<file path="config.mk">
export PLATFORM = sky130hd
export DESIGN_NAME = qhup_pn_decode
export DESIGN_NICKNAME = d
export VERILOG_FILES = /design/src/hdl/qhup_pkg.sv /design/src/hdl/qhup_pn_decode.sv
export SDC_FILE = /design/constraint.sdc
export NUM_CORES = 1
export LEC_CHECK = 0
export BUFFER_PORTS_ARGS = -buffer_cell sky130_fd_sc_hd__buf_2
export CAP_MARGIN = 25
export CORE_ASPECT_RATIO = 0.6
export CORE_MARGIN = 2
export CORE_UTILIZATION = 45
export CTS_BUF_LIST = sky130_fd_sc_hd__clkbuf_8
export CTS_CLUSTER_DIAMETER = 120
export DETAILED_ROUTE_END_ITERATION = 8
export PLACE_DENSITY = 0.73
export SLEW_MARGIN = 30
export SYNTH_ARGS = -nofsm -noshare
export SYNTH_HDL_FRONTEND = slang
export SYNTH_SLANG_ARGS = --single-unit
export TNS_END_PERCENT = 5
</file>
<file path="constraint.sdc">
create_clock -name clock -period 6 [get_ports clock]
set_clock_uncertainty 0.05 [all_clocks]
set_input_delay 0 -clock clock [delete_from_list [all_inputs] [get_ports clock]]
set_output_delay 0 -clock clock [all_outputs]
set_load 0.02 [all_outputs]
</file>
<file path="src/hdl/qhup_pkg.sv">
// Shared types, constants and AES helper functions for header unprotect.
package qhup_pkg;

   localparam int KeyWidth = 128;
   localparam int PnWidth = 62;
   localparam int CsrIndexWidth = 1;
   localparam int CsrDataWidth = 64;
   localparam logic [CsrIndexWidth-1:0] CSR_HP_KEY_HIGH = 1'b0;
   localparam logic [CsrIndexWidth-1:0] CSR_HP_KEY_LOW = 1'b1;
   localparam int AesRounds = 10;

   typedef struct packed {
      logic [7:0]  first_byte;
      logic [31:0] pn_bytes_protected;
      logic [63:0] sample_high;
      logic [63:0] sample_low;
      logic [61:0] largest_pn;
   } req_type;

   typedef struct packed {
      logic [7:0]  first_byte_clear;
      logic [31:0] pn_bytes_clear;
      logic [2:0]  pn_length;
      logic        key_phase;
      logic        is_long_header;
      logic [1:0]  long_type;
      logic [63:0] packet_number;
   } rsp_type;

   // fields carried alongside the AES pipeline
   typedef struct packed {
      logic [7:0]  first_byte;
      logic [31:0] pn_bytes_protected;
      logic [61:0] largest_pn;
   } side_type;

   localparam logic [7:0] SBOX [256] = '{
      8'h63,8'h7c,8'h77,8'h7b,8'hf2,8'h6b,8'h6f,8'hc5,8'h30,8'h01,8'h67,8'h2b,8'hfe,8'hd7,8'hab,8'h76,
      8'hca,8'h82,8'hc9,8'h7d,8'hfa,8'h59,8'h47,8'hf0,8'had,8'hd4,8'ha2,8'haf,8'h9c,8'ha4,8'h72,8'hc0,
      8'hb7,8'hfd,8'h93,8'h26,8'h36,8'h3f,8'hf7,8'hcc,8'h34,8'ha5,8'he5,8'hf1,8'h71,8'hd8,8'h31,8'h15,
      8'h04,8'hc7,8'h23,8'hc3,8'h18,8'h96,8'h05,8'h9a,8'h07,8'h12,8'h80,8'he2,8'heb,8'h27,8'hb2,8'h75,
      8'h09,8'h83,8'h2c,8'h1a,8'h1b,8'h6e,8'h5a,8'ha0,8'h52,8'h3b,8'hd6,8'hb3,8'h29,8'he3,8'h2f,8'h84,
      8'h53,8'hd1,8'h00,8'hed,8'h20,8'hfc,8'hb1,8'h5b,8'h6a,8'hcb,8'hbe,8'h39,8'h4a,8'h4c,8'h58,8'hcf,
      8'hd0,8'hef,8'haa,8'hfb,8'h43,8'h4d,8'h33,8'h85,8'h45,8'hf9,8'h02,8'h7f,8'h50,8'h3c,8'h9f,8'ha8,
      8'h51,8'ha3,8'h40,8'h8f,8'h92,8'h9d,8'h38,8'hf5,8'hbc,8'hb6,8'hda,8'h21,8'h10,8'hff,8'hf3,8'hd2,
      8'hcd,8'h0c,8'h13,8'hec,8'h5f,8'h97,8'h44,8'h17,8'hc4,8'ha7,8'h7e,8'h3d,8'h64,8'h5d,8'h19,8'h73,
      8'h60,8'h81,8'h4f,8'hdc,8'h22,8'h2a,8'h90,8'h88,8'h46,8'hee,8'hb8,8'h14,8'hde,8'h5e,8'h0b,8'hdb,
      8'he0,8'h32,8'h3a,8'h0a,8'h49,8'h06,8'h24,8'h5c,8'hc2,8'hd3,8'hac,8'h62,8'h91,8'h95,8'he4,8'h79,
      8'he7,8'hc8,8'h37,8'h6d,8'h8d,8'hd5,8'h4e,8'ha9,8'h6c,8'h56,8'hf4,8'hea,8'h65,8'h7a,8'hae,8'h08,
      8'hba,8'h78,8'h25,8'h2e,8'h1c,8'ha6,8'hb4,8'hc6,8'he8,8'hdd,8'h74,8'h1f,8'h4b,8'hbd,8'h8b,8'h8a,
      8'h70,8'h3e,8'hb5,8'h66,8'h48,8'h03,8'hf6,8'h0e,8'h61,8'h35,8'h57,8'hb9,8'h86,8'hc1,8'h1d,8'h9e,
      8'he1,8'hf8,8'h98,8'h11,8'h69,8'hd9,8'h8e,8'h94,8'h9b,8'h1e,8'h87,8'he9,8'hce,8'h55,8'h28,8'hdf,
      8'h8c,8'ha1,8'h89,8'h0d,8'hbf,8'he6,8'h42,8'h68,8'h41,8'h99,8'h2d,8'h0f,8'hb0,8'h54,8'hbb,8'h16
   };

   function automatic logic [7:0] xtime(input logic [7:0] a);
      xtime = {a[6:0], 1'b0} ^ (a[7] ? 8'h1b : 8'h00);
   endfunction

   // byte i of a 128-bit block sits at bits 127-8i -: 8
   function automatic logic [7:0] blk_byte(input logic [127:0] b, input int i);
      blk_byte = b[127-8*i -: 8];
   endfunction

   function automatic logic [127:0] key_next(input logic [127:0] k, input logic [7:0] rc);
      logic [31:0] w0, w1, w2, w3, t;
      w0 = k[127:96];
      w1 = k[95:64];
      w2 = k[63:32];
      w3 = k[31:0];
      t = {SBOX[w3[23:16]] ^ rc, SBOX[w3[15:8]], SBOX[w3[7:0]], SBOX[w3[31:24]]};
      w0 = w0 ^ t;
      w1 = w1 ^ w0;
      w2 = w2 ^ w1;
      w3 = w3 ^ w2;
      key_next = {w0, w1, w2, w3};
   endfunction

   function automatic logic [127:0] aes_round(input logic [127:0] s, input logic [127:0] rk,
                                              input logic last);
      logic [127:0] t;
      logic [7:0] a0, a1, a2, a3, x;
      t = '0;
      for (int c = 0; c < 4; c++) begin
         for (int j = 0; j < 4; j++) begin
            t[127-8*(j+4*c) -: 8] = SBOX[blk_byte(s, j + 4*((c + j) % 4))];
         end
      end
      if (!last) begin
         for (int c = 0; c < 4; c++) begin
            a0 = blk_byte(t, 4*c);
            a1 = blk_byte(t, 4*c+1);
            a2 = blk_byte(t, 4*c+2);
            a3 = blk_byte(t, 4*c+3);
            x = a0 ^ a1 ^ a2 ^ a3;
            t[127-8*(4*c) -: 8]   = a0 ^ x ^ xtime(a0 ^ a1);
            t[127-8*(4*c+1) -: 8] = a1 ^ x ^ xtime(a1 ^ a2);
            t[127-8*(4*c+2) -: 8] = a2 ^ x ^ xtime(a2 ^ a3);
            t[127-8*(4*c+3) -: 8] = a3 ^ x ^ xtime(a3 ^ a0);
         end
      end
      aes_round = t ^ rk;
   endfunction

endpackage

</file>
<file path="src/hdl/qhup_pn_decode.sv">
// Unmask and packet number decode, two register stages.
module qhup_pn_decode
   import qhup_pkg::*;
(
   input  logic         clock,
   input  logic         reset,
   input  logic         in_valid,
   input  logic [39:0]  in_mask,
   input  side_type     in_side,
   output logic         out_valid,
   output rsp_type      out_rsp
);

   logic        v1_ff, v2_ff;
   rsp_type     r1_ff, r1_in, r2_ff, r2_in;
   logic [63:0] exp1_ff, exp1_in, cand1_ff, cand1_in;
   logic [63:0] win, hwin, up, dn;
   logic [7:0]  fc;
   logic [31:0] pnc;
   logic [1:0]  len_code;
   logic        is_long;
   logic [31:0] trunc;
   logic [63:0] lowmask;

   always_comb begin
      is_long = in_side.first_byte[7];
      fc = in_side.first_byte ^ (in_mask[39:32] & (is_long ? 8'h0f : 8'h1f));
      pnc = in_side.pn_bytes_protected ^ in_mask[31:0];
      len_code = fc[1:0];
      trunc = pnc >> (5'd8 * (5'd3 - {3'd0, len_code}));
      lowmask = (64'd1 << (7'd8 * ({5'd0, len_code} + 7'd1))) - 64'd1;
      exp1_in = {2'b00, in_side.largest_pn} + 64'd1;
      cand1_in = (exp1_in & ~lowmask) | {32'd0, trunc};
      r1_in = '0;
      r1_in.first_byte_clear = fc;
      r1_in.pn_bytes_clear = pnc;
      r1_in.pn_length = {1'b0, len_code} + 3'd1;
      r1_in.key_phase = fc[2];
      r1_in.is_long_header = is_long;
      r1_in.long_type = is_long ? fc[5:4] : 2'b00;
   end

   always_comb begin
      win = 64'd1 << (7'd8 * {4'd0, r1_ff.pn_length});
      hwin = win >> 1;
      up = cand1_ff + win;
      dn = cand1_ff - win;
      r2_in = r1_ff;
      if ((cand1_ff + hwin <= exp1_ff) && (up < (64'd1 << 62))) begin
         r2_in.packet_number = up;
      end else if ((cand1_ff > exp1_ff + hwin) && (cand1_ff >= win)) begin
         r2_in.packet_number = dn;
      end else begin
         r2_in.packet_number = cand1_ff;
      end
   end

   always_ff @(posedge clock) begin
      if (reset) begin
         v1_ff <= 1'b0;
         v2_ff <= 1'b0;
      end else begin
         v1_ff <= in_valid;
         v2_ff <= v1_ff;
      end
      r1_ff <= r1_in;
      exp1_ff <= exp1_in;
      cand1_ff <= cand1_in;
      r2_ff <= r2_in;
   end

   assign out_valid = v2_ff;
   assign out_rsp = r2_ff;

endmodule

</file>
# [After elaboration in Yosys (flattened, before gate mapping)]
# Cells that the tools add are included.
[classes] n_addsub=9 reduce_logical=2 mux=3 shift=3 bitwise=6 magnitude_cmp=4
[op_table] operator="64-bit 2-to-1 mux" n=2
[op_table] operator="1-bit by 6-bit << shifter with 64-bit output, first input constant" n=2
[op_table] operator="63-bit by 63-bit adder with 64-bit output" n=1
[op_table] operator="64-bit by 63-bit adder with 64-bit output" n=1
[op_table] operator="64-bit adder" n=1
[op_table] operator="63-bit by 64-bit bitwise AND with 64-bit output" n=1
[op_table] operator="64-bit greater-or-equal comparator" n=1
[op_table] operator="64-bit > comparator" n=1
[op_table] operator="64-bit by 63-bit less-or-equal comparator with 1-bit output" n=1
[op_table] operator="64-bit by 63-bit less-than comparator with 1-bit output, second input constant" n=1
[op_table] operator="64-bit inverter" n=1
[op_table] operator="64-bit by 32-bit OR with 64-bit output" n=1
[op_table] operator="64-bit by 1-bit subtractor with 64-bit output, second input constant" n=1
[op_table] operator="64-bit subtractor" n=1
[op_table] operator="62-bit by 1-bit adder with 63-bit output, second input constant" n=1
[op_table] operator="32-bit by 5-bit >> shifter with 32-bit output" n=1
[op_table] operator="32-bit XOR" n=1
[op_table] operator="8-bit by 5-bit bitwise AND with 8-bit output" n=1
[op_table] operator="8-bit XOR" n=1
[op_table] operator="2-bit by 1-bit adder with 3-bit output, second input constant" n=2
[op_table] operator="5-bit 2-to-1 mux" n=1
[op_table] operator="1-bit logical AND" n=2
[op_table] operator="2-bit subtractor, first input constant" n=1
[totals] input_bits=145 out_inout_bits=112 register_bits=287

# [Longest topological paths before layout]
[depth] ltp_word=9 depth_mapped=31 mapped_depth_nobuf=29

# [Least setup slack after synthesis]
# OpenSTA, ideal clock, no wires.
[synth_timing] kind="register -> register" startpoint="register r1_ff[69] (netlist name)" endpoint="register r2_ff, in the netlist out_rsp[61]" setup_time_ns=0.072 slack_ns=-0.032 period_less_slack_ns=6.032 path_stages_with_launch=30 arrival_ns=5.910 cell_sequence="dfxtp_1 > or3b_2 > inv_1 > ha_1 > and3_1 > a41oi_1 > nor2_1 > nor2_1 > nor2_1 > a21oi_1 > inv_1 > a41oi_1 > inv_1 > a21boi_0 > o21ai_0 > and2_1 > ha_1 > inv_1 > ha_1 > and4_1 > and4b_1 > nand3_1 > o31ai_1 > a21oi_1 > o31ai_1 > or2_1 > buf_4 > or4_1 > o22ai_1 > xnor2_1"
[synth_lines] element="from (decl)" line_no="qhup_pn_decode.sv:15" source="rsp_type r1_ff, r1_in, r2_ff, r2_in;"
[synth_lines] element="from (signal assigned)" line_no="qhup_pn_decode.sv:66" source="r1_ff <= r1_in;"
[synth_lines] element="to (signal assigned)" line_no="qhup_pn_decode.sv:69" source="r2_ff <= r2_in;"
[synth_lines] element="to (decl)" line_no="qhup_pn_decode.sv:15"

==> impl_metrics.yaml <==
sta:
  maxSlewViolCount: 0
  setup_viol: 0
  fin_crit_ns: 5.86
  fmax_ghz: 0.171
  setup_tns_ns: 0
  tightestPinTransition_ns: 0.981
  final-hold-violation-count: 0
  rsz0062_at_grt: "yes"
  period_share: 0.977
  max_slew_margin: 0.346
die:
  io_pins: 257
  coreArea_sq_um: 36100
  num_rows: 54
  die_w_microns: 250
  die-area_sq_um: 38000
  die_h_microns: 152
  start_util: 0.454
logic_synthesis:
  ys_types: 83
  syn_area_per_cell_sq_um: 8.54
  syn-cell-area_sq_um: 16400
  synth_top_area_frac: 0.307
  ys.warnings.count: 0
  yosys-mux-area-fraction: 0.0243
  yosys.area_share.adder: 0.160
  ys_seq_area_frac: 0.307
  synth_ff_type: "dfxtp_1"
  synth_compound_area_frac: 0.118
  synthArstFlopShare: 0
  syn-instance-count: 1920
  synth_common_cells: "251 x dfxtp_1, 210 x ha_1, 163 x inv_1"
  ys_ff_latch: 251
  syn_nets: 2275
  synth_edf_count: 0
  synth_top_family_by_area: "simple AND/OR/NAND/NOR gates"
  ys_top_cells_by_area: "dfxtp_1 31%, ha_1 16%, xnor2_1 7.0%, xor2_1 4.3%, inv_1 3.7%"
  synth_top_area_cell: "dfxtp_1"
  yosys.area_share.xor_xnor: 0.113
  synth_most_common_cell: "dfxtp_1"
  synth_simple_gate_area_frac: 0.216
clocking:
  cts_tree: "done"
  cts_sinks: 251
  root_buffer: "clkbuf_8"
  worstSkewPairLatency_ns: 0.59
  h-tree-depth: 2
  cts_buffers: 39
  clkTransAtPathRegs_ns: 0.07
  ctsLongestPathBuffers: 3
setup_path:
  crit_fanout: 9
  crit_type: "reg2reg"
  cp.arrival_ns: 6.32
  cp-end-kind: "register"
  r2r_end: "out_rsp[61]"
  worst_ep_required_time_ns: 6.45
  worst-r2r-setup-slack_ns: 0.14
  worstRegToRegCells: 27
  cp-start-kind: "register"
  r2r_start: "r1_ff[70]"
detailed_routing:
  drt_iter0_drc: 1934
  wl_per_cell_microns: 21.0
  drt_pre_antenna_iters: 8
  wirelength_mm: 63.1
  post-route-drc-count: 0
  vias_per_cell: 5.73
  vias: 17200
  postRouteAntennaNets: 0
place:
  gp_congestion: 1.02
  numPortBuffers: 253
  dp_hpwl_mm: 45.4
grt:
  grt_pass1_wl_mm: 94.3
  grt_max_degree: 30
  grt_use_total: 0.316
  antenna_found_initial: 1
  grt_pass1_vias: 16500
  overflow: 0
layout:
  fin_nets: 2853
  area_growth_pct: 36.9
  fillers: 3026
  fin_util: 0.622
  drive_above_1_share: 0.236
pwr:
  p_comb_frac: 0.317
  p_per_area_nw_per_um2: 228
  total_power_w: 0.00513
  p_leak_nw: 10.3
  power.share.sequential: 0.390
  vdd_drop_max_mv: 0.170
  p_sw_frac: 0.357
  p_int_w: 0.00330
  switching_power_w: 0.00183
  clock_power_share: 0.293
flow_run:
  drv_cap: 0
min_path:
  hp-start: "in_side[100]"
  min_path_cells: 2
  min_to: "r1_ff[109]"
  hold_class: "in2reg"
outcome:
  outcome: "complete, no violations"
## per-layer routing
layer  GRT usage  routed length (microns)  vias to the layer above
met5           0                        0                        -
met4       0.100                     2030                        0
met3      0.0966                     7510                      142
met2       0.458                    26100                      949
met1       0.445                    27400                     8243
li1            -                        -                     7876
## critical path: stages (launching register included)
cell and delay [ns]:
dfxtp_2 0.32, buf_4 0.14, or2_4 0.28, inv_4 0.08, ha_4 0.13, inv_1 0.04
or4_4 0.55, nor2_4 0.14, nor2_4 0.05, nor2_4 0.09, buf_4 0.11, buf_4 0.10
nand3_1 0.12, nor3_1 0.20, xnor2_1 0.09, ha_1 0.31, nand4_1 0.24, nor4b_2 0.38
buf_4 0.19, o211ai_1 0.09, a31oi_1 0.33, nor3_1 0.17, o21a_2 0.28, or2_4 0.32
buf_4 0.20, or4_1 0.49, o22ai_2 0.17, xnor2_1 0.15
## power groups by stage
stage	combinational, W	sequential [W]	clock (W)
final	0.00163	0.00200	0.00150
after detailed placement	0.00139	0.00203	0
after CTS	0.00153	0.00199	0.00152
after global placement	0.00136	0.00202	0
after global routing	0.00174	0.00202	0.00159
after floorplan	0.000744	0.00210	0
## cell families (layout without fill, tap and decap cells)
logic type               Yosys count  after routing
AND/OR/NAND/NOR                  696            697
AO/OA/AOI/OAI                    275            275
flip-flops                       251            251
buffers and inverters            237            843
XOR/XNOR                         212            212
adder cells (fa/ha/maj)          210            210
multiplexers                      39             39
other                              0              1
## placed cells by master (no fill, tap or decap), types with 12 or more instances in the layout
cell type and instances:
dlygate4sd3_1 192, ha_1 202, dfxtp_1 248, a21oi_1 67
o21ai_0 30, nand2_1 155, buf_2 254, a21o_1 18
nand4_1 49, or4_1 19, xnor2_1 131, mux2i_1 30
nor2_1 139, nor3_1 62, buf_4 152, xor2_1 80
clkbuf_8 44, inv_1 171, and2_1 17, and3_1 35
and4_1 17, nor4_1 17, nor2b_1 12, nand3_1 86
## final cells by class
| type | count | area (sq um) | area share |
|---|---|---|---|
| inverter | 165 | 624 | 0.0278 |
| timing repair buffer | 608 | 4490 | 0.200 |
| sequential | 251 | 5030 | 0.224 |
| clock inverter | 26 | 174 | 0.00775 |
| multi-input combinational | 1433 | 10900 | 0.487 |
| antenna | 1 | 2.50 | 0.000111 |
| tap | 476 | 596 | 0.0265 |
| clock buffer | 44 | 606 | 0.0270 |
## state kept, by name, indices dropped and copies added, names as in the netlist
name,cells
r1_ff,45
v1_ff,1
exp1_ff,62
out_valid,1
cand1_ff,33
out_rsp,109
## through the flow
step / cell area [sq um] / instances / hold slack (ns) / worst slack, ns
after CTS: 21900 / 2995 / 0.00438 / 0.00312
after floorplan: 16400 / 1920 / -0.0223 / 0.0646
final: 22400 / 3004 / 0.0516 / 0.136
after global placement: 19000 / 2727 / 0.0538 / -0.569
after global routing: 22400 / 3004 / 0.0339 / -0.0290
after detailed placement: 19000 / 2727 / 0.0575 / -0.781
## timing repair
action / CTS / global route
hold endpoints to repair: 139 / 0
hold buffers: 192 / 0
cloned: 2 / 1
endpoints found under the setup margin: 64 / 64
buffers inserted: 4 / 9
pin swaps: 10 / 38
resized for setup: 37 / 97
## worst max path at each step
stage              start     endpoint  slack [ns]  cells past startpoint
2_1_floorplan  r1_ff[69]  out_rsp[61]        0.06                     29
3_3_place_gp   r1_ff[69]  out_rsp[22]       -0.57                     30
3_5_place_dp   r1_ff[69]  out_rsp[22]       -0.78                     30
4_1_cts        r1_ff[69]  out_rsp[19]       0.003                     32
5_1_grt        r1_ff[70]  out_rsp[23]       -0.03                     32
6_report       r1_ff[70]  out_rsp[61]        0.14                     27
(Power assumes the default switching activity.)
